$ cat src/rtl/fmf_pkg.sv
// Shared types and constants for the message fragmenter.
package fmf_pkg;

   localparam int CHUNK_MAX = 56;
   localparam int CHUNK_MIN = 3;
   localparam int BUF_AW = $clog2(CHUNK_MAX);
   localparam int FILL_W = $clog2(CHUNK_MAX + 1);
   localparam int CHUNK_W = 6;
   localparam int MSG_ID_BYTES = 2;
   localparam int HDR_W = 3;
   localparam logic [HDR_W-1:0] HDR_SHORT_LAST = 3'd3;
   localparam logic [HDR_W-1:0] HDR_LONG_LAST = 3'd7;

   localparam int CSR_IDX_W = 2;
   localparam int CSR_DATA_W = 8;
   localparam logic [CSR_IDX_W-1:0] CSR_CHUNK_SIZE = 2'd0;
   localparam logic [CSR_IDX_W-1:0] CSR_FIRST_MASK = 2'd1;
   localparam logic [CSR_IDX_W-1:0] CSR_LAST_MASK = 2'd2;

   typedef enum logic [1:0] {
      OP_BEGIN = 2'd0,
      OP_DATA  = 2'd1,
      OP_END   = 2'd2,
      OP_ABORT = 2'd3
   } op_type;

   typedef enum logic [2:0] {
      ST_OK         = 3'd0,
      ST_BUSY       = 3'd1,
      ST_NOT_ACTIVE = 3'd2,
      ST_TOO_LONG   = 3'd3,
      ST_MISMATCH   = 3'd4
   } status_type;

   typedef enum logic [2:0] {
      S_IDLE,
      S_EXEC,
      S_ID_LO,
      S_HDR,
      S_PAY
   } state_type;

   typedef struct packed {
      op_type      op;
      logic [7:0]  channel;
      logic [15:0] msg_id;
      logic [31:0] body_bytes;
      logic [7:0]  data_byte;
   } req_item_type;

   typedef struct packed {
      logic [7:0] frame_byte;
      logic       byte_valid;
      status_type status;
      logic       run_end;
   } rsp_item_type;

   typedef struct packed {
      logic [CHUNK_W-1:0] chunk_size;
      logic [7:0]         first_mask;
      logic [7:0]         last_mask;
   } cfg_type;

   typedef struct packed {
      logic              we;
      logic [BUF_AW-1:0] waddr;
      logic [7:0]        wdata;
      logic              re;
      logic [BUF_AW-1:0] raddr;
   } ram_cmd_type;

endpackage

$ cat src/rtl/fmf_ifs.sv
// Valid/ready channel interfaces for request and response items.
interface fmf_req_if;
   logic        valid;
   logic        ready;
   logic [1:0]  op;
   logic [7:0]  channel;
   logic [15:0] msg_id;
   logic [31:0] body_bytes;
   logic [7:0]  data_byte;

   modport source (output valid, output op, output channel, output msg_id,
                   output body_bytes, output data_byte, input ready);
   modport sink (input valid, input op, input channel, input msg_id,
                 input body_bytes, input data_byte, output ready);
endinterface

interface fmf_rsp_if;
   logic       valid;
   logic       ready;
   logic [7:0] frame_byte;
   logic       byte_valid;
   logic [2:0] status;
   logic       run_end;

   modport source (output valid, output frame_byte, output byte_valid,
                   output status, output run_end, input ready);
   modport sink (input valid, input frame_byte, input byte_valid,
                 input status, input run_end, output ready);
endinterface

$ cat src/rtl/fmf_buf_ram.sv
// Chunk buffer: one write port, one registered read port.
module fmf_buf_ram (
   input  logic                clock,
   input  fmf_pkg::ram_cmd_type cmd,
   output logic [7:0]          rdata
);

   logic [7:0] mem [fmf_pkg::CHUNK_MAX];

   always_ff @(posedge clock) begin
      if (cmd.we) begin
         mem[cmd.waddr] <= cmd.wdata;
      end
   end

   always_ff @(posedge clock) begin
      if (cmd.re) begin
         rdata <= mem[cmd.raddr];
      end
   end

endmodule

$ cat src/rtl/fmf_ctrl.sv
// Message state, item decode and frame sequencer around the chunk buffer.
module fmf_ctrl (
   input  logic                  clock,
   input  logic                  reset,
   input  logic                  req_valid,
   output logic                  req_ready,
   input  fmf_pkg::req_item_type req_item,
   input  fmf_pkg::cfg_type      cfg,
   input  logic                  slot_free,
   output logic                  push,
   output fmf_pkg::rsp_item_type rsp_item,
   output fmf_pkg::ram_cmd_type  ram_cmd,
   input  logic [7:0]            ram_rdata
);

   fmf_pkg::state_type state_ff, state_in;
   fmf_pkg::req_item_type item_ff, item_in;

   logic                       active_ff, active_in;
   logic [7:0]                 chan_ff, chan_in;
   logic [31:0]                total_ff, total_in;
   logic [31:0]                sent_ff, sent_in;
   logic [fmf_pkg::FILL_W-1:0] fill_ff, fill_in;
   logic                       first_ff, first_in;

   logic [7:0]                 frm_ch_ff, frm_ch_in;
   logic [7:0]                 frm_flags_ff, frm_flags_in;
   logic [fmf_pkg::FILL_W-1:0] frm_n_ff, frm_n_in;
   logic                       frm_long_ff, frm_long_in;
   logic [31:0]                frm_total_ff, frm_total_in;
   logic [fmf_pkg::HDR_W-1:0]  hdr_idx_ff, hdr_idx_in;
   logic [fmf_pkg::BUF_AW-1:0] pay_idx_ff, pay_idx_in;

   logic [fmf_pkg::CHUNK_W-1:0] eff_chunk;
   logic [32:0]                 have;
   logic [32:0]                 total33;
   logic                        too_long;
   logic [fmf_pkg::FILL_W-1:0]  fill_inc;
   logic                        emit_mid;
   logic                        len_ok;
   logic [7:0]                  flags_first;
   logic                        hdr_is_last;
   logic                        pay_is_last;
   logic [7:0]                  hdr_byte;

   // Decode against current message state.
   always_comb begin
      if (cfg.chunk_size < fmf_pkg::CHUNK_W'(fmf_pkg::CHUNK_MIN)) begin
         eff_chunk = fmf_pkg::CHUNK_W'(fmf_pkg::CHUNK_MIN);
      end else if (cfg.chunk_size > fmf_pkg::CHUNK_W'(fmf_pkg::CHUNK_MAX)) begin
         eff_chunk = fmf_pkg::CHUNK_W'(fmf_pkg::CHUNK_MAX);
      end else begin
         eff_chunk = cfg.chunk_size;
      end
      have = 33'(sent_ff) + 33'(fill_ff);
      total33 = 33'(total_ff);
      too_long = (have >= total33) || (fill_ff >= fmf_pkg::FILL_W'(fmf_pkg::CHUNK_MAX));
      fill_inc = fill_ff + fmf_pkg::FILL_W'(1);
      emit_mid = (7'(fill_inc) >= 7'(eff_chunk)) && ((have + 33'd1) < total33);
      len_ok = (have == total33);
      flags_first = first_ff ? 8'h00 : cfg.first_mask;
      hdr_is_last = (hdr_idx_ff == (frm_long_ff ? fmf_pkg::HDR_LONG_LAST
                                                : fmf_pkg::HDR_SHORT_LAST));
      pay_is_last = (fmf_pkg::FILL_W'(pay_idx_ff) == frm_n_ff - fmf_pkg::FILL_W'(1));
      case (hdr_idx_ff)
         3'd0:    hdr_byte = frm_ch_ff;
         3'd1:    hdr_byte = frm_flags_ff;
         3'd2:    hdr_byte = 8'h00;
         3'd3:    hdr_byte = 8'(frm_n_ff);
         3'd4:    hdr_byte = frm_total_ff[31:24];
         3'd5:    hdr_byte = frm_total_ff[23:16];
         3'd6:    hdr_byte = frm_total_ff[15:8];
         default: hdr_byte = frm_total_ff[7:0];
      endcase
   end

   // Next state.
   always_comb begin
      state_in = state_ff;
      case (state_ff)
         fmf_pkg::S_IDLE: begin
            if (req_valid) state_in = fmf_pkg::S_EXEC;
         end
         fmf_pkg::S_EXEC: begin
            if (slot_free) begin
               state_in = fmf_pkg::S_IDLE;
               case (item_ff.op)
                  fmf_pkg::OP_BEGIN: begin
                     if (!active_ff) state_in = fmf_pkg::S_ID_LO;
                  end
                  fmf_pkg::OP_DATA: begin
                     if (active_ff && !too_long && emit_mid) state_in = fmf_pkg::S_HDR;
                  end
                  fmf_pkg::OP_END: begin
                     if (active_ff && len_ok) state_in = fmf_pkg::S_HDR;
                  end
                  default: state_in = fmf_pkg::S_IDLE;
               endcase
            end
         end
         fmf_pkg::S_ID_LO: state_in = fmf_pkg::S_IDLE;
         fmf_pkg::S_HDR: begin
            if (slot_free && hdr_is_last) begin
               state_in = (frm_n_ff == '0) ? fmf_pkg::S_IDLE : fmf_pkg::S_PAY;
            end
         end
         fmf_pkg::S_PAY: begin
            if (slot_free && pay_is_last) state_in = fmf_pkg::S_IDLE;
         end
         default: state_in = fmf_pkg::S_IDLE;
      endcase
   end

   // Handshake, result and buffer port.
   always_comb begin
      req_ready = (state_ff == fmf_pkg::S_IDLE);
      push = 1'b0;
      rsp_item = '0;
      rsp_item.run_end = 1'b1;
      rsp_item.status = fmf_pkg::ST_OK;
      ram_cmd = '0;
      case (state_ff)
         fmf_pkg::S_EXEC: begin
            if (slot_free) begin
               case (item_ff.op)
                  fmf_pkg::OP_BEGIN: begin
                     push = 1'b1;
                     if (active_ff) begin
                        rsp_item.status = fmf_pkg::ST_BUSY;
                     end else begin
                        ram_cmd.we = 1'b1;
                        ram_cmd.waddr = '0;
                        ram_cmd.wdata = item_ff.msg_id[15:8];
                     end
                  end
                  fmf_pkg::OP_DATA: begin
                     if (!active_ff) begin
                        push = 1'b1;
                        rsp_item.status = fmf_pkg::ST_NOT_ACTIVE;
                     end else if (too_long) begin
                        push = 1'b1;
                        rsp_item.status = fmf_pkg::ST_TOO_LONG;
                     end else begin
                        ram_cmd.we = 1'b1;
                        ram_cmd.waddr = fill_ff[fmf_pkg::BUF_AW-1:0];
                        ram_cmd.wdata = item_ff.data_byte;
                        push = !emit_mid;
                     end
                  end
                  fmf_pkg::OP_END: begin
                     if (!active_ff) begin
                        push = 1'b1;
                        rsp_item.status = fmf_pkg::ST_NOT_ACTIVE;
                     end else if (!len_ok) begin
                        push = 1'b1;
                        rsp_item.status = fmf_pkg::ST_MISMATCH;
                     end
                  end
                  default: push = 1'b1;
               endcase
            end
         end
         fmf_pkg::S_ID_LO: begin
            ram_cmd.we = 1'b1;
            ram_cmd.waddr = fmf_pkg::BUF_AW'(1);
            ram_cmd.wdata = item_ff.msg_id[7:0];
         end
         fmf_pkg::S_HDR: begin
            if (slot_free) begin
               push = 1'b1;
               rsp_item.frame_byte = hdr_byte;
               rsp_item.byte_valid = 1'b1;
               rsp_item.run_end = hdr_is_last && (frm_n_ff == '0);
               // prefetch first payload byte under the last header byte
               if (hdr_is_last && (frm_n_ff != '0)) begin
                  ram_cmd.re = 1'b1;
                  ram_cmd.raddr = '0;
               end
            end
         end
         fmf_pkg::S_PAY: begin
            if (slot_free) begin
               push = 1'b1;
               rsp_item.frame_byte = ram_rdata;
               rsp_item.byte_valid = 1'b1;
               rsp_item.run_end = pay_is_last;
               if (!pay_is_last) begin
                  ram_cmd.re = 1'b1;
                  ram_cmd.raddr = pay_idx_ff + fmf_pkg::BUF_AW'(1);
               end
            end
         end
         default: push = 1'b0;
      endcase
   end

   // Message state and frame capture.
   always_comb begin
      logic do_clear;
      logic do_frame;
      logic last_frame;
      do_clear = 1'b0;
      do_frame = 1'b0;
      last_frame = 1'b0;
      item_in = item_ff;
      active_in = active_ff;
      chan_in = chan_ff;
      total_in = total_ff;
      sent_in = sent_ff;
      fill_in = fill_ff;
      first_in = first_ff;
      frm_ch_in = frm_ch_ff;
      frm_flags_in = frm_flags_ff;
      frm_n_in = frm_n_ff;
      frm_long_in = frm_long_ff;
      frm_total_in = frm_total_ff;
      hdr_idx_in = hdr_idx_ff;
      pay_idx_in = pay_idx_ff;
      case (state_ff)
         fmf_pkg::S_IDLE: begin
            if (req_valid) item_in = req_item;
         end
         fmf_pkg::S_EXEC: begin
            if (slot_free) begin
               case (item_ff.op)
                  fmf_pkg::OP_BEGIN: begin
                     if (!active_ff) begin
                        active_in = 1'b1;
                        chan_in = item_ff.channel;
                        total_in = item_ff.body_bytes + 32'(fmf_pkg::MSG_ID_BYTES);
                        sent_in = '0;
                        first_in = 1'b0;
                        fill_in = fmf_pkg::FILL_W'(fmf_pkg::MSG_ID_BYTES);
                     end
                  end
                  fmf_pkg::OP_DATA: begin
                     if (active_ff && !too_long) begin
                        fill_in = fill_inc;
                        if (emit_mid) begin
                           do_frame = 1'b1;
                           frm_n_in = fill_inc;
                           sent_in = sent_ff + 32'(fill_inc);
                           fill_in = '0;
                        end
                     end
                  end
                  fmf_pkg::OP_END: begin
                     if (active_ff) begin
                        do_clear = 1'b1;
                        if (len_ok) begin
                           do_frame = 1'b1;
                           last_frame = 1'b1;
                           frm_n_in = fill_ff;
                        end
                     end
                  end
                  default: do_clear = 1'b1;
               endcase
            end
         end
         fmf_pkg::S_HDR: begin
            if (slot_free) begin
               hdr_idx_in = hdr_is_last ? '0 : hdr_idx_ff + fmf_pkg::HDR_W'(1);
               pay_idx_in = '0;
            end
         end
         fmf_pkg::S_PAY: begin
            if (slot_free) pay_idx_in = pay_idx_ff + fmf_pkg::BUF_AW'(1);
         end
         default: hdr_idx_in = hdr_idx_ff;
      endcase
      if (do_frame) begin
         frm_ch_in = chan_ff;
         frm_flags_in = flags_first | (last_frame ? cfg.last_mask : 8'h00);
         frm_long_in = !first_ff && !last_frame;
         frm_total_in = total_ff;
         first_in = 1'b1;
         hdr_idx_in = '0;
      end
      if (do_clear) begin
         active_in = 1'b0;
         chan_in = '0;
         total_in = '0;
         sent_in = '0;
         fill_in = '0;
         first_in = 1'b0;
      end
   end

   always_ff @(posedge clock) begin
      if (reset) begin
         state_ff <= fmf_pkg::S_IDLE;
         active_ff <= 1'b0;
         chan_ff <= '0;
         total_ff <= '0;
         sent_ff <= '0;
         fill_ff <= '0;
         first_ff <= 1'b0;
         hdr_idx_ff <= '0;
         pay_idx_ff <= '0;
      end else begin
         state_ff <= state_in;
         active_ff <= active_in;
         chan_ff <= chan_in;
         total_ff <= total_in;
         sent_ff <= sent_in;
         fill_ff <= fill_in;
         first_ff <= first_in;
         hdr_idx_ff <= hdr_idx_in;
         pay_idx_ff <= pay_idx_in;
      end
   end

   always_ff @(posedge clock) begin
      item_ff <= item_in;
      frm_ch_ff <= frm_ch_in;
      frm_flags_ff <= frm_flags_in;
      frm_n_ff <= frm_n_in;
      frm_long_ff <= frm_long_in;
      frm_total_ff <= frm_total_in;
   end

   a_fill_bound: assert property (@(posedge clock) disable iff (reset)
      fill_ff <= fmf_pkg::FILL_W'(fmf_pkg::CHUNK_MAX))
      else $error("fill count beyond buffer depth");

   a_idle_empty: assert property (@(posedge clock) disable iff (reset)
      !active_ff |-> fill_ff == '0)
      else $error("buffered bytes with no open message");

   a_pay_nonzero: assert property (@(posedge clock) disable iff (reset)
      state_ff == fmf_pkg::S_PAY |-> frm_n_ff != '0)
      else $error("payload phase on an empty frame");

   a_byte_src: assert property (@(posedge clock) disable iff (reset)
      push && rsp_item.byte_valid |->
         (state_ff == fmf_pkg::S_HDR || state_ff == fmf_pkg::S_PAY))
      else $error("frame byte pushed outside frame emission");

   a_pay_read: assert property (@(posedge clock) disable iff (reset)
      ram_cmd.re |=> (state_ff == fmf_pkg::S_PAY))
      else $error("buffer read not followed by payload phase");

endmodule

$ cat src/rtl/message_fragmenter_first_last.sv
// Top level: configuration registers, response register, control and buffer.
//
//  port    | role   | moves
//  req_ch  | sink   | op/channel/msg_id/body_bytes/data_byte item
//  rsp_ch  | source | frame_byte/byte_valid/status/run_end item
//  csr_*   | write  | chunk_size, first_flag_mask, last_flag_mask
//
// One item is in work at a time: it is accepted in S_IDLE and decoded in
// S_EXEC; begin adds an S_ID_LO state for the second message id byte write.
// A frame sends a 4 or 8 byte header, then one payload byte per cycle, set by
// the single read port of the chunk buffer; response stalls hold everything.
// The response register lets a new item be accepted while a result waits.
// Reset is synchronous; the chunk buffer is not cleared and needs no pass.
module message_fragmenter_first_last (
   input  logic                              clock,
   input  logic                              reset,
   fmf_req_if.sink                           req_ch,
   fmf_rsp_if.source                         rsp_ch,
   input  logic                              csr_we,
   input  logic [fmf_pkg::CSR_IDX_W-1:0]     csr_index,
   input  logic [fmf_pkg::CSR_DATA_W-1:0]    csr_wdata
);

   fmf_pkg::cfg_type      cfg_ff, cfg_in;
   logic                  rsp_valid_ff, rsp_valid_in;
   fmf_pkg::rsp_item_type rsp_item_ff, rsp_item_in;

   fmf_pkg::req_item_type req_item;
   fmf_pkg::rsp_item_type ctrl_item;
   fmf_pkg::ram_cmd_type  ram_cmd;
   logic [7:0]            ram_rdata;
   logic                  slot_free;
   logic                  push;
   logic                  ctrl_ready;

   always_comb begin
      req_item.op = fmf_pkg::op_type'(req_ch.op);
      req_item.channel = req_ch.channel;
      req_item.msg_id = req_ch.msg_id;
      req_item.body_bytes = req_ch.body_bytes;
      req_item.data_byte = req_ch.data_byte;
   end

   assign req_ch.ready = ctrl_ready;
   assign slot_free = !rsp_valid_ff || rsp_ch.ready;

   always_comb begin
      cfg_in = cfg_ff;
      if (csr_we) begin
         case (csr_index)
            fmf_pkg::CSR_CHUNK_SIZE: cfg_in.chunk_size = csr_wdata[fmf_pkg::CHUNK_W-1:0];
            fmf_pkg::CSR_FIRST_MASK: cfg_in.first_mask = csr_wdata;
            fmf_pkg::CSR_LAST_MASK:  cfg_in.last_mask = csr_wdata;
            default:                 cfg_in = cfg_ff;
         endcase
      end
   end

   always_comb begin
      rsp_valid_in = rsp_valid_ff;
      rsp_item_in = rsp_item_ff;
      if (push) begin
         rsp_valid_in = 1'b1;
         rsp_item_in = ctrl_item;
      end else if (rsp_ch.ready) begin
         rsp_valid_in = 1'b0;
      end
   end

   always_ff @(posedge clock) begin
      if (reset) begin
         cfg_ff.chunk_size <= fmf_pkg::CHUNK_W'(fmf_pkg::CHUNK_MAX);
         cfg_ff.first_mask <= 8'h01;
         cfg_ff.last_mask <= 8'h02;
         rsp_valid_ff <= 1'b0;
      end else begin
         cfg_ff <= cfg_in;
         rsp_valid_ff <= rsp_valid_in;
      end
   end

   always_ff @(posedge clock) begin
      rsp_item_ff <= rsp_item_in;
   end

   assign rsp_ch.valid = rsp_valid_ff;
   assign rsp_ch.frame_byte = rsp_item_ff.frame_byte;
   assign rsp_ch.byte_valid = rsp_item_ff.byte_valid;
   assign rsp_ch.status = rsp_item_ff.status;
   assign rsp_ch.run_end = rsp_item_ff.run_end;

   fmf_ctrl u_ctrl (
      .clock     (clock),
      .reset     (reset),
      .req_valid (req_ch.valid),
      .req_ready (ctrl_ready),
      .req_item  (req_item),
      .cfg       (cfg_ff),
      .slot_free (slot_free),
      .push      (push),
      .rsp_item  (ctrl_item),
      .ram_cmd   (ram_cmd),
      .ram_rdata (ram_rdata)
   );

   fmf_buf_ram u_buf (
      .clock (clock),
      .cmd   (ram_cmd),
      .rdata (ram_rdata)
   );

endmodule

$ cat src/flat_wrapper.sv
// flat-port wrapper written by rule: the top's interface ports become plain ports
module message_fragmenter_first_last_flat 
  (clock, reset, csr_we, csr_index, csr_wdata, req_ch_valid, req_ch_op, req_ch_channel, req_ch_msg_id, req_ch_body_bytes, req_ch_data_byte, req_ch_ready, rsp_ch_valid, rsp_ch_frame_byte, rsp_ch_byte_valid, rsp_ch_status, rsp_ch_run_end, rsp_ch_ready);
  fmf_req_if req_ch_i ();
  fmf_rsp_if rsp_ch_i ();
  input  logic clock;
  input  logic reset;
  input  logic csr_we;
  input  logic [fmf_pkg::CSR_IDX_W-1:0] csr_index;
  input  logic [fmf_pkg::CSR_DATA_W-1:0] csr_wdata;
  input wire logic [$bits(req_ch_i.valid)-1:0] req_ch_valid;
  input wire logic [$bits(req_ch_i.op)-1:0] req_ch_op;
  input wire logic [$bits(req_ch_i.channel)-1:0] req_ch_channel;
  input wire logic [$bits(req_ch_i.msg_id)-1:0] req_ch_msg_id;
  input wire logic [$bits(req_ch_i.body_bytes)-1:0] req_ch_body_bytes;
  input wire logic [$bits(req_ch_i.data_byte)-1:0] req_ch_data_byte;
  output wire logic [$bits(req_ch_i.ready)-1:0] req_ch_ready;
  output wire logic [$bits(rsp_ch_i.valid)-1:0] rsp_ch_valid;
  output wire logic [$bits(rsp_ch_i.frame_byte)-1:0] rsp_ch_frame_byte;
  output wire logic [$bits(rsp_ch_i.byte_valid)-1:0] rsp_ch_byte_valid;
  output wire logic [$bits(rsp_ch_i.status)-1:0] rsp_ch_status;
  output wire logic [$bits(rsp_ch_i.run_end)-1:0] rsp_ch_run_end;
  input wire logic [$bits(rsp_ch_i.ready)-1:0] rsp_ch_ready;
  assign req_ch_i.valid = req_ch_valid;
  assign req_ch_i.op = req_ch_op;
  assign req_ch_i.channel = req_ch_channel;
  assign req_ch_i.msg_id = req_ch_msg_id;
  assign req_ch_i.body_bytes = req_ch_body_bytes;
  assign req_ch_i.data_byte = req_ch_data_byte;
  assign req_ch_ready = req_ch_i.ready;
  assign rsp_ch_valid = rsp_ch_i.valid;
  assign rsp_ch_frame_byte = rsp_ch_i.frame_byte;
  assign rsp_ch_byte_valid = rsp_ch_i.byte_valid;
  assign rsp_ch_status = rsp_ch_i.status;
  assign rsp_ch_run_end = rsp_ch_i.run_end;
  assign rsp_ch_i.ready = rsp_ch_ready;
  message_fragmenter_first_last u_core (.clock(clock), .reset(reset), .req_ch(req_ch_i), .rsp_ch(rsp_ch_i), .csr_we(csr_we), .csr_index(csr_index), .csr_wdata(csr_wdata));
endmodule
$ cat config.mk
export PLATFORM = sky130hd
export DESIGN_NAME = message_fragmenter_first_last_flat
export DESIGN_NICKNAME = d
export VERILOG_FILES = /design/src/rtl/fmf_pkg.sv /design/src/rtl/fmf_ifs.sv /design/src/rtl/fmf_buf_ram.sv /design/src/rtl/fmf_ctrl.sv /design/src/rtl/message_fragmenter_first_last.sv /design/src/flat_wrapper.sv
export SDC_FILE = /design/constraint.sdc
export NUM_CORES = 1
export LEC_CHECK = 0
export ABC_CLOCK_PERIOD_IN_PS = 8800
export BUFFER_PORTS_ARGS = -buffer_cell sky130_fd_sc_hd__buf_2
export CAP_MARGIN = 20
export CORE_MARGIN = 8
export CORE_UTILIZATION = 45
export DETAILED_ROUTE_END_ITERATION = 12
export MAX_ROUTING_LAYER = met4
export PLACE_DENSITY = 0.6
export SLEW_MARGIN = 0
export SYNTH_ARGS = -nofsm -noshare
export SYNTH_HDL_FRONTEND = slang
export SYNTH_SLANG_ARGS = --single-unit
$ cat constraint.sdc
create_clock -name clock -period 8.8 [get_ports clock]
set_input_delay 1.32 -clock clock [delete_from_list [all_inputs] [get_ports clock]]
set_output_delay 1.32 -clock clock [all_outputs]
set_load 0.005 [all_outputs]
; ---- Word level (Yosys, flattened, before mapping)
; Memory sizes are Yosys's and may differ from the RTL's. A register that Yosys moved wholly into a read port is not among the register bits.
; Cells that the tools add are included.
[totals]
mem_bits_rw = 448
inputBits = 81
mem_count = 1
register_bits = 249
[mem_list]
columns = memory, words, word_bits, read_ports, rd_clocked_by_memory_dff, wr, line_no
row1 = u_core.u_buf.mem, 56, 8, 1, 1, 1, fmf_buf_ram.sv:8  ; logic [7:0] mem [fmf_pkg::CHUNK_MAX];
[classes]
order_cmp = 6
n_eq_ne = 29
muxes = 87
bitwise_logic = 2
reduce_logical = 47
add_sub_neg = 8
[op_table]
columns = cell, count
row1 = 2-to-1 mux 32 bit, 3
row2 = 2-to-1 mux 6 bit, 11
row3 = case mux 32 bit (2 select lines), 1
row4 = 2-to-1 mux 15 bit, 4
row5 = case mux 15 bit (2 select lines), 2
row6 = case mux 8 bit (7 select lines), 1
row7 = case mux 6 bit (2 select lines), 3
row8 = adder 32 x 6 -> 33 bit, 1
row9 = adder 33 x 1 -> 33 bit (second input constant), 1
row10 = == test 33 x 32 -> 1 bit, 1
row11 = >= comparator 33 x 32 -> 1 bit, 1
row12 = < comparator 33 x 32 -> 1 bit, 1
row13 = adder 32 x 2 -> 32 bit (second input constant), 1
row14 = adder 32 x 6 -> 32 bit, 1
row15 = 2-to-1 mux 1 bit, 30
row16 = 2-to-1 mux 7 bit, 4
row17 = 2-to-1 mux 3 bit, 9
row18 = != test 2 bit (second input constant), 11
row19 = 2-to-1 mux 9 bit, 2
row20 = case mux 3 bit (3 select lines), 2
row21 = case mux 9 bit (2 select lines), 1
row22 = 2-to-1 mux 8 bit, 2
row23 = case mux 7 bit (2 select lines), 1
row24 = nonzero test 2 bit, 7
row25 = other kinds (34), 78

; ---- Depth between registers and ports, before layout
; Gate-level depths: netlist of run 1.
[depth]
depth_word = 12
mapped_depth = 25
depth_no_buf = 23

; ---- Modules after synthesis
; A second synthesis of run 1 with hierarchy kept.
[hier_totals]
hier_cells = 2378
area_unflattened_um2 = 32389.8
[by_module_without_submodules]
columns = mod, instances, seq_area_each_um2, area_per_inst_um2, cells_per_inst
row1 = fmf_buf_ram, 1, 13693.1, 17979.7, 858
row2 = fmf_ctrl, 1, 5475.3, 13047.5, 1411
row3 = message_fragmenter_first_last, 1, 850.8, 1362.6, 109

; ---- Worst setup path after synthesis of run 1
; No wires, ideal clock.
[synth_path]
path_kind = reg2reg
from = register u_core.u_ctrl.fill_ff[1] (netlist name)
to = memory u_core.u_buf.mem[0][0], data pin
slack_ps = 2027
stages_incl_launch_ff = 19
required_ps = 8160
n_path_buf = 2
arrival_time_ps = 6133
path_cell_list = dfxtp_1 -> clkbuf_1 -> inv_1 -> fa_1 -> and2b_1 -> o2111ai_2 -> a2111oi_1 -> xnor2_1 -> inv_1 -> ha_1 -> a21oi_1 -> nor2b_1 -> o21ai_0 -> nand3_1 -> a21o_1 -> nor3_1 -> clkbuf_1 -> a22oi_1 -> o21ai_0
[synth_rtl]
columns = item, line_no
row1 = "start, declared", fmf_ctrl.sv:23  ; logic [fmf_pkg::FILL_W-1:0] fill_ff, fill_in;
row2 = "start signal, assigned", fmf_ctrl.sv:307  ; fill_ff <= fill_in;
row3 = "end, declared", fmf_buf_ram.sv:8

; ---- Worst setup path after layout of run 1
[layout_path]
from = register u_core.u_ctrl.fill_ff[0] (netlist name)
to = register u_core.rsp_item_ff, in the netlist u_core.rsp_ch.frame_byte[7], enable pin
[layout_via]
elab_chain_len = 10
word_cells_on_any_way = 18
cone_classes = add/sub (3) / order compare (4) / eq/ne (1) / mux (7) / reduce/logical (3)
[layout_lines]
columns = item, line_no
row1 = adder 32 x 6 -> 33 bit, fmf_ctrl.sv:55  ; have = 33'(sent_ff) + 33'(fill_ff);
row2 = adder 33 x 1 -> 33 bit, fmf_ctrl.sv:59  ; emit_mid = (7'(fill_inc) >= 7'(eff_chunk)) && ((have + 33'd1) < total33);
row3 = < comparator 33 x 32 -> 1 bit, fmf_ctrl.sv:59
row4 = logical AND 1 bit, fmf_ctrl.sv:59
row5 = logical NOT 1 bit, fmf_ctrl.sv:147  ; push = !emit_mid;
row6 = 2-to-1 mux 1 bit, fmf_ctrl.sv:140  ; end else if (too_long) begin
row7 = 2-to-1 mux 1 bit, fmf_ctrl.sv:137  ; if (!active_ff) begin
row8 = case mux 1 bit (2 select lines) *, fmf_ctrl.sv:125  ; case (item_ff.op)
row9 = 2-to-1 mux 1 bit *, fmf_ctrl.sv:124  ; if (slot_free) begin
row10 = case mux 1 bit (2 select lines) *, fmf_ctrl.sv:122  ; case (state_ff)
row11 = named net u_core.push, message_fragmenter_first_last.sv:33  ; logic push;
row12 = "end signal, assigned", message_fragmenter_first_last.sv:83  ; rsp_item_ff <= rsp_item_in;
row13 = "end, declared", message_fragmenter_first_last.sv:26  ; fmf_pkg::rsp_item_type rsp_item_ff, rsp_item_in;
; Mark *: on every way through the listed nets, which the timed path passes. The rest lies on a longest branch.
; A chain may end at the register's enable or synchronous reset.

==> results of run 1 <==
## cells in the mapped netlist, types with 24 or more instances
| library cell | count |
|---|---|
| nor2_1 | 187 |
| ha_1 | 98 |
| o21ai_0 | 108 |
| clkbuf_1 | 103 |
| nand4_1 | 42 |
| mux2_2 | 39 |
| dfxtp_1 | 115 |
| xnor2_1 | 62 |
| inv_1 | 85 |
| a22oi_1 | 50 |
| edfxtp_1 | 590 |
| a21oi_1 | 253 |
| nand2_1 | 347 |
| or4_1 | 25 |
| a211oi_1 | 43 |
| nand3_1 | 80 |
| mux2i_1 | 70 |
| xor2_1 | 44 |
| nor3_1 | 42 |
| a21o_1 | 24 |
## worst max-delay path, delay by kind of cell, from the launching register on
family                   cells  cell delay [ns]
buffers and inverters        2             0.44
AO/OA/AOI/OAI                8             2.61
XOR/XNOR                     1             0.13
AND/OR/NAND/NOR              7             1.98
adder cells (fa/ha/maj)      3             0.97
flip-flops                   1             0.54
## sequential cells by signal, indices dropped and copies added, names as in the netlist, 3 cells and up
register	count
u_core.u_ctrl.item_ff	66
u_core.rsp_ch.status	3
u_core.rsp_ch.frame_byte	8
u_core.u_ctrl.sent_ff	32
u_core.u_ctrl.chan_ff	8
u_core.u_ctrl.hdr_idx_ff	3
u_core.u_ctrl.pay_idx_ff	6
u_core.u_ctrl.frm_ch_ff	8
u_core.u_buf.mem	448
u_core.u_ctrl.frm_n_ff	6
u_core.u_ctrl.total_ff	32
u_core.u_ctrl.state_ff	3
u_core.u_buf.rdata	8
u_core.u_ctrl.frm_flags_ff	8
u_core.u_ctrl.fill_ff	6
u_core.u_ctrl.frm_total_ff	32
u_core.cfg_ff	22
## cell families (layout without fill, tap and decap cells)
kind of cell,count (synthesis),in the layout,synth area share (%)
AND/OR/NAND/NOR,863,863,12.5
AO/OA/AOI/OAI,645,645,12.7
adder cells (fa/ha/maj),100,100,3.88
flip-flops,705,705,61.3
other,0,2,0
buffers and inverters,240,356,3.01
XOR/XNOR,107,107,2.89
multiplexers,113,113,3.76
## stage by stage
| stage | total power (uW) | cell area (sq um) |
|---|---|---|
| 3_5_place_dp | 3930 | 34100 |
| 6_report | 7050 | 36700 |
| 5_1_grt | 7250 | 36700 |
| 3_3_place_gp | 3920 | 34100 |
| 2_1_floorplan | 3840 | 32700 |
| 4_1_cts | 7100 | 36600 |
## final timing paths
| path | end | cells past startpoint |
|---|---|---|
| worst max-delay path | u_core.rsp_ch.frame_byte[7]$_DFFE_PP_ | 21 |
| worst min-delay path | u_core.u_ctrl.frm_total_ff[4]$_DFFE_PP_ | 0 |
| worst max register to register | u_core.rsp_ch.frame_byte[7]$_DFFE_PP_ | 21 |
| worst min register to register | u_core.u_ctrl.frm_total_ff[4]$_DFFE_PP_ | 0 |
## routing by layer
metal | routed length (um) | up-vias | global-route usage (%)
li1 | - | 10400 | -
met1 | 37100 | 11100 | 27.1
met2 | 43900 | 667 | 36.0
met3 | 4180 | 147 | 2.75
met4 | 2700 | 0 | 7.45
met5 | 0 | - | -
## area by class of cell
type / instances / share of cell area (%)
antenna: 2 / 0.0136
clock buffer: 93 / 5.41
clock inverter: 44 / 1.42
inverter: 86 / 0.880
multi-input combinational: 1828 / 32.2
sequential: 705 / 54.6
tap: 959 / 3.27
timing repair buffer: 133 / 2.20
## power by group through the flow
stage	logic, uW	registers (uW)	clock network, uW
2_1_floorplan	122	3710	0
3_3_place_gp	200	3720	0
3_5_place_dp	204	3720	0
4_1_cts	206	3650	3250
5_1_grt	226	3650	3370
6_report	206	3650	3190
==> impl_metrics.ini, run 1 <==
[grt]
grt.total_usage_pct = 21.6
overflow = 0
grt_pass1_vias = 21900
grt_max_degree = 91
grt_pass1_wl_um = 134000
antenna_found_initial = 2

[clock_tree]
cts_hold_buf = 0
clk_pin_slew_worst_paths_ns = 0.06
cts_tree = done
cts_root_buffer = clkbuf_16
cts.sinks = 705
ctsResizeCount = 0
clock_latency_ns = 0.63
post_cts_buffers = 0
cts_inserted_buffers = 75
cts.htree.levels = 3
clock_path_buffers = 3

[route]
drc = 0
first_pass_iters = 5
avgRoutedWirePerCell_um = 22.8
wl_um = 87900
num_vias = 22400
drt-initial-drc-count = 2054
drtAntennaViolNets = 0
post_drt_via_cell_ratio = 5.81

[pwr]
leakagePower_uw = 0.0127
clkPwrFrac_pct = 45.3
p_sw_uw = 1490
netSwitchingFraction_pct = 21.2
powerDensity_nw_per_um2 = 192
irDropWorstVdd_mv = 0.148
p_comb_share_pct = 2.9
seq_power_share_pct = 51.8
internal_power_uw = 5560

[timing]
fmax_mhz = 143
maxSlewViolCount = 0
layout_setup_ws_ns = 1.80
finalCriticalPeriod_ns = 7.00
rsz0062_at_grt = no
setup_viol = 0
fin_tns_setup_ns = 0
finClkSkew_ns = 0.0257
timing.hold.ws_ns = 0.435
hold_violations = 0
tightest_slew_ns = 1.14
slew-limit-headroom_pct = 23.8
period_share_pct = 79.6

[synthesis]
seq_area_frac_synth_pct = 61.3
ys_types = 98
synth_top_flop_cell = edfxtp_1
synth_edf_count = 590
syn_inst = 2773
syn_area_per_cell_sq_um = 11.8
synth_largest_area_cell = edfxtp_1
synth-async-reset-ratio_pct = 0
synthTopCellsByArea = edfxtp_1 (54%), dfxtp_1 (7.0%), nand2_1 (4.0%)
yosys_warnings = 0
yosysTopAreaCellShare_pct = 54.2
syn_nets = 2954
synth_seq_cells = 705
netlist_area_sq_um = 32700

[final_layout]
fin_cells = 3850
layout_commonest_cell = edfxtp_1
multi_input_area_sq_um = 11800
seq_area_sq_um = 20000
fillers = 6373
layout-drive-gt1-share_pct = 12.3
syn_to_final_growth_pct = 12.3
layout_common_cells = edfxtp_1 (590), nand2_1 (347), a21oi_1 (253)
nets = 3010
fin_util_pct = 50.6

[critical_path]
cp_max_fo = 58
startpoint = u_core.u_ctrl.fill_ff[0]$_SDFFE_PP0P_
start_kind = register
crit_path_cell_trace = ha_1 > inv_1 > fa_1 > and2b_1 > o2111a_2 > o21ai_0 > a32oi_1 > nand3_1 > or4b_1 > nor2_1 > nand2_1 > xnor2_1 > ha_1 > nand4_1 > a21oi_1 > nor4b_1 > a31oi_1 > o41a_1 > a41o_4 > o32ai_1 > inv_1
critPathRequiredTime_ns = 9.09
slowest_delay_ns = 0.68
ff2ff_setup_slack_ns = 1.80
crit_slowest_cell = or4b_1
critical_path_arrival_ns = 7.29
endpoint_kind = register
reg2reg_from = u_core.u_ctrl.fill_ff[0]$_SDFFE_PP0P_
crit_type = register to register

[min_path]
hold_path_class = register to register
hp-start = u_core.u_ctrl.total_ff[4]$_SDFFE_PP0P_

[die]
die-area_sq_um = 81500
num_rows = 99
ioPinCount = 96
start_util_pct = 45.1
core_sq_um = 72500
die-width_um = 285
die_y_um = 285

[status]
status = finished, final reports clean

[place]
dp_hpwl_um = 59900
dp_slack_ns = 1.65
dp_cells = 3706
gp_congestion = 0.893
io_buffers = 95

[flow_run]
max_cap_viol_count = 0
(Power assumes the default switching activity.)
==> inputs of run 2 (changes only) <==
- ABC_CLOCK_PERIOD_IN_PS: 8800 -> 5850
- PLACE_DENSITY: 0.6 -> 0.62
- clock period: 8.8 -> 5.85 ns (I/O delays scaled with it)
==> impl_metrics.ini, run 2 (same netlist as run 1, synthesis figures left out) <==
[status]
status = finished, final reports clean

[timing]
slew-limit-headroom_pct = 24.6
tightest_slew_ns = 1.13
period_share_pct = 96.8
finalCriticalPeriod_ns = 5.66
setup_viol = 0
finClkSkew_ns = 0.0319
fmax_mhz = 177
maxSlewViolCount = 0
fin_tns_setup_ns = 0
hold_violations = 0

[final_layout]
layout_commonest_cell = edfxtp_1
largestRegisters = u_core.u_buf.mem x448, u_core.u_ctrl.item_ff x66
layout-drive-gt1-share_pct = 17.8
max_flop_register = u_core.u_buf.mem
largest_register_ffs = 448
nets = 3163
syn_to_final_growth_pct = 17.0
layout_common_cells = edfxtp_1 (590), nand2_1 (347), a21oi_1 (244)

[route]
first_pass_iters = 6
post_drt_via_cell_ratio = 5.76
num_vias = 23100
drc = 0
drtAntennaViolNets = 0
avgRoutedWirePerCell_um = 22.4
drt-initial-drc-count = 1916
wl_um = 89800

[clock_tree]
cts_inserted_buffers = 77
clock_latency_ns = 0.62
cts.sinks = 705
cts_root_buffer = clkbuf_16
clk_pin_slew_worst_paths_ns = 0.07
clock_path_buffers = 3
cts_hold_buf = 0
cts_tree = done
cts.htree.levels = 3

[min_path]
whs_path_depth = 1
hp-start = req_ch_op[0]
hold_end = u_core.u_ctrl.item_ff[64]$_DFFE_PP_
hold_path_class = input port to register

[grt]
grtUsageMet1_pct = 27.5
grt-busiest-layer = met2
grtUsageMet2_pct = 37.0
overflow = 0
grt_pass1_wl_um = 138000
grt_util_met3_pct = 2.91
grt_pass1_vias = 23100
grt_max_degree = 79
antenna_found_initial = 1
grt.total_usage_pct = 22.1

[place]
dp_hpwl_um = 61900
gp_congestion = 0.907
io_buffers = 95

[die]
die-area_sq_um = 81500
start_util_pct = 45.1
ioPinCount = 96
core_sq_um = 72500
num_rows = 99
die-width_um = 285
die_y_um = 285

[pwr]
powerDensity_nw_per_um2 = 278
leakagePower_uw = 0.0135
irDropWorstVdd_mv = 0.272
finalPower_uw = 10600

[critical_path]
endpoint_kind = register
start_kind = register
critical_path_arrival_ns = 6.21
reg2reg_from = u_core.u_ctrl.sent_ff[0]$_SDFFE_PP0P_
rr_endpoint = u_core.u_ctrl.fill_ff[3]$_SDFFE_PP0P_
ff2ff_setup_slack_ns = 0.19
critPathRequiredTime_ns = 6.40
cp_max_fo = 8
r2r_cells = 26
crit_type = register to register

[flow_run]
max_cap_viol_count = 0
==> run 2: changes by cell type in the layout (fill, tap and decap cells not counted), sizes merged <==
cell	before	now
clkinvlp	6	2
bufinv	8	5
clkbuf	94	107
buf	132	283
diode	2	1
clkinv	27	25
==> run 2: how the worst max path moves through the flow <==
stage / depth (start not counted) / start / slack, ns / endpoint
after floorplan: 23 / u_core.u_ctrl.fill_ff[1]$_SDFFE_PP0P_ / 0.05 / u_core.rsp_ch.byte_valid$_DFFE_PP_
after global placement: 21 / u_core.u_ctrl.sent_ff[0]$_SDFFE_PP0P_ / 0.02 / u_core.u_buf.mem[54][3]$_DFFE_PP_
after detailed placement: 23 / u_core.u_ctrl.sent_ff[0]$_SDFFE_PP0P_ / -0.06 / u_core.rsp_ch.frame_byte[4]$_DFFE_PP_
after CTS: 24 / u_core.u_ctrl.sent_ff[0]$_SDFFE_PP0P_ / 0.03 / u_core.u_ctrl.sent_ff[23]$_SDFFE_PP0P_
after global routing: 25 / u_core.u_ctrl.sent_ff[0]$_SDFFE_PP0P_ / -0.02 / u_core.u_ctrl.fill_ff[3]$_SDFFE_PP0P_
final: 26 / u_core.u_ctrl.sent_ff[0]$_SDFFE_PP0P_ / 0.19 / u_core.u_ctrl.fill_ff[3]$_SDFFE_PP0P_
==> run 2: where the power goes <==
| group | internal (uW) | total, uW | switching, uW | leakage [uW] |
|---|---|---|---|---|
| sequential | 5460 | 5490 | 33.8 | 0.00619 |
| combinational | 119 | 337 | 218 | 0.00612 |
| clock | 2810 | 4800 | 1980 | 0.00123 |
==> run 2: repair_timing <==
action	in CTS	in global routing
endpoints found under the setup margin	146	607
endpoints found under the hold margin	0	0
buffers inserted	0	8
cloned	0	1
pin swaps	0	15
resized for setup	12	44
==> run 2: layout make-up <==
class | instances | area (sq um)
fillers | 6191 | 34200
clock inverters | 35 | 363
well taps | 959 | 1200
repair buffers | 284 | 2110
diodes | 1 | 2.50
flip-flops and latches | 705 | 20000
inverters | 86 | 323
clock buffers | 106 | 2150
multi-input cells | 1828 | 12000
==> run 2: routing by layer <==
layer	up-vias	wire length (um)	share of wire, %
li1	10800	-	-
met1	11400	37200	41
met2	749	44300	49
met3	184	4860	5.4
met4	0	3440	3.8
met5	-	0	0
==> run 2: per-stage QoR <==
stage	cell area (sq um)	hold slack, ns	instances	util, %	worst slack [ns]
floorplan	32700	0.408	2773	-	0.0468
global placement	35400	0.411	3851	48.8	0.0190
detailed placement	35400	0.416	3851	48.8	-0.0597
CTS	37900	0.390	3992	52.3	0.0259
global route	38200	0.391	4004	52.7	-0.0208
finish	38200	0.425	4004	52.7	0.187
==> run 2: critical path, stage by stage, from the launching register on <==
cell,delay [ns]
dfxtp_2,0.33
ha_1,0.21
inv_1,0.10
fa_2,0.22
and2b_2,0.25
o2111a_2,0.29
buf_6,0.14
o21ai_2,0.13
and3_1,0.18
nand4_1,0.11
or4b_4,0.63
buf_4,0.18
nor3_2,0.17
nand2_1,0.11
xnor2_1,0.15
ha_1,0.32
nand3_1,0.12
nor2_1,0.18
o41ai_2,0.11
a31oi_1,0.25
o41a_1,0.21
buf_4,0.12
buf_4,0.10
a41oi_4,0.05
buf_4,0.22
or4_1,0.51
a31oi_1,0.17
==> inputs of run 3 (changes only) <==
- CELL_PAD_IN_SITES_DETAIL_PLACEMENT: unset -> 1
- CELL_PAD_IN_SITES_GLOBAL_PLACEMENT: unset -> 1
- PLACE_DENSITY: 0.62 -> 0.73
- RECOVER_POWER: unset -> 100
==> impl_metrics.ini, run 3 (same netlist as run 1, synthesis figures left out) <==
[status]
status = finished with violations
violations = capacitance limit, slew limit

[timing]
hold_violations = 0
layout_setup_ws_ns = 0.182
period_share_pct = 96.9
setup_viol = 0
fmax_mhz = 176
tightest_slew_ns = 3.45
slew-limit-headroom_pct = -130
finClkSkew_ns = 0.0339
finalCriticalPeriod_ns = 5.67
maxSlewViolCount = 115

[clock_tree]
cts_inserted_buffers = 76
clk_pin_slew_worst_paths_ns = 0.07
cts.sinks = 705
cts.htree.levels = 3
cts_root_buffer = clkbuf_16
clock_latency_ns = 0.64
clock_path_buffers = 3
cts_tree = done

[critical_path]
cp_top_family = compound AO/OA/AOI/OAI gates
critPathRequiredTime_ns = 6.39
crit_path_cell_trace = ha_1 > buf_4 > a21o_1 > nor3b_1 > o211ai_1 > o32ai_2 > o21ai_1 > or2_4 > nand3b_1 > nor2_1 > xnor2_1 > ha_1 > a21o_1 > a21oi_2 > nor2b_2 > nor4b_2 > a31oi_2 > o41a_1 > a41o_4 > buf_12 > or4_1 > a21oi_2
cp_max_fo = 23
critical_path_arrival_ns = 6.21
ff2ff_setup_slack_ns = 0.18
crit_type = register to register
reg2reg_from = u_core.u_ctrl.sent_ff[5]$_SDFFE_PP0P_
startpoint = u_core.u_ctrl.sent_ff[5]$_SDFFE_PP0P_
critPathBufInv = 2
slowest_delay_ns = 0.53
start_kind = register
crit_slowest_cell = or4_1
endpoint_kind = register

[grt]
antenna_found_initial = 2
overflow = 0
grt_pass1_vias = 25300
grt.total_usage_pct = 24.7
grt_pass1_wl_um = 152000
grt_max_degree = 79

[pwr]
powerDensity_nw_per_um2 = 285
leakagePower_uw = 0.0134
irDropWorstVdd_mv = 0.214

[route]
wl_um = 101000
drtAntennaViolNets = 0
drc = 0
drt-initial-drc-count = 1744
avgRoutedWirePerCell_um = 25.2
first_pass_iters = 5
post_drt_via_cell_ratio = 5.92
num_vias = 23700

[place]
gp_congestion = 0.935
place_area_sq_um = 35300
io_buffers = 95
dp_hpwl_um = 69200
dp_slack_ns = -0.261

[final_layout]
max_flop_register = u_core.u_buf.mem
fillers = 7510
largestRegisters = u_core.u_buf.mem x448, u_core.u_ctrl.item_ff x66
stdcell_area_sq_um = 38200
seq_area_sq_um = 20000
largest_register_ffs = 448
nets = 3163
multi_input_area_sq_um = 12000
layout_commonest_cell = edfxtp_1
layout-drive-gt1-share_pct = 16.7
syn_to_final_growth_pct = 16.9
layout_common_cells = edfxtp_1 (590), nand2_1 (345), a21oi_1 (247)

[min_path]
hp-start = req_ch_op[0]
hold_path_class = input port to register

[die]
num_rows = 99
die-area_sq_um = 81500
core_sq_um = 72500
start_util_pct = 45.1
ioPinCount = 96
die-width_um = 285
die_y_um = 285

[flow_run]
max_cap_viol_count = 2
==> run 3: final timing paths <==
check / cells after the start / endpoint
worst max register to register: 22 / u_core.u_ctrl.sent_ff[7]$_SDFFE_PP0P_
worst max-delay path: 22 / u_core.u_ctrl.sent_ff[7]$_SDFFE_PP0P_
worst min register to register: 0 / u_core.u_ctrl.frm_total_ff[8]$_DFFE_PP_
worst min-delay path: 1 / u_core.u_ctrl.item_ff[64]$_DFFE_PP_
==> run 3: what timing repair did <==
item / CTS / global route
pin swaps: 3 / 16
resized for setup: 15 / 41
hold buffers: 0 / 0
setup buffers: 0 / 2
gates cloned: 0 / 1
endpoints found under the setup margin: 460 / 501
==> run 3: metal layers <==
metal | track usage, % | vias up | wire length (um)
met3 | 3.02 | 219 | 4470
li1 | - | 10800 | -
met1 | 28.4 | 12000 | 39500
met2 | 43.5 | 684 | 52400
met5 | - | - | 0
met4 | 10.4 | 0 | 4630
==> run 3: report_power, final <==
| part | switching, uW | internal, uW | leakage, uW |
|---|---|---|---|
| Combinational | 223 | 115 | 0.00597 |
| Clock | 2020 | 3050 | 0.00128 |
| Sequential | 40.8 | 5460 | 0.00619 |
| Total | 2280 | 8620 | 0.0134 |
==> run 3: final cells by class <==
class / count / area share (%)
Antenna cell: 2 / 0.0131
Tap cell: 959 / 3.14
Sequential cell: 705 / 52.4
Clock buffer: 99 / 5.65
Inverter: 86 / 0.845
Timing Repair Buffer: 285 / 5.13
Clock inverter: 41 / 1.23
Multi-Input combinational cell: 1828 / 31.6
==> run 3: metrics by stage <==
stage / power (uW) / hold WS, ns / util (%) / setup TNS, ns / std cells
CTS: 11000 / 0.384 / 52.5 / 0 / 3997
detailed placement: 5930 / 0.418 / 48.8 / -35.58 / 3857
global placement: 5920 / 0.414 / 48.8 / -0.424 / 3857
global route: 11200 / 0.394 / 52.7 / -0.496 / 4005
floorplan: 5770 / 0.408 / - / 0 / 2773
finish: 10900 / 0.412 / 52.7 / 0 / 4005
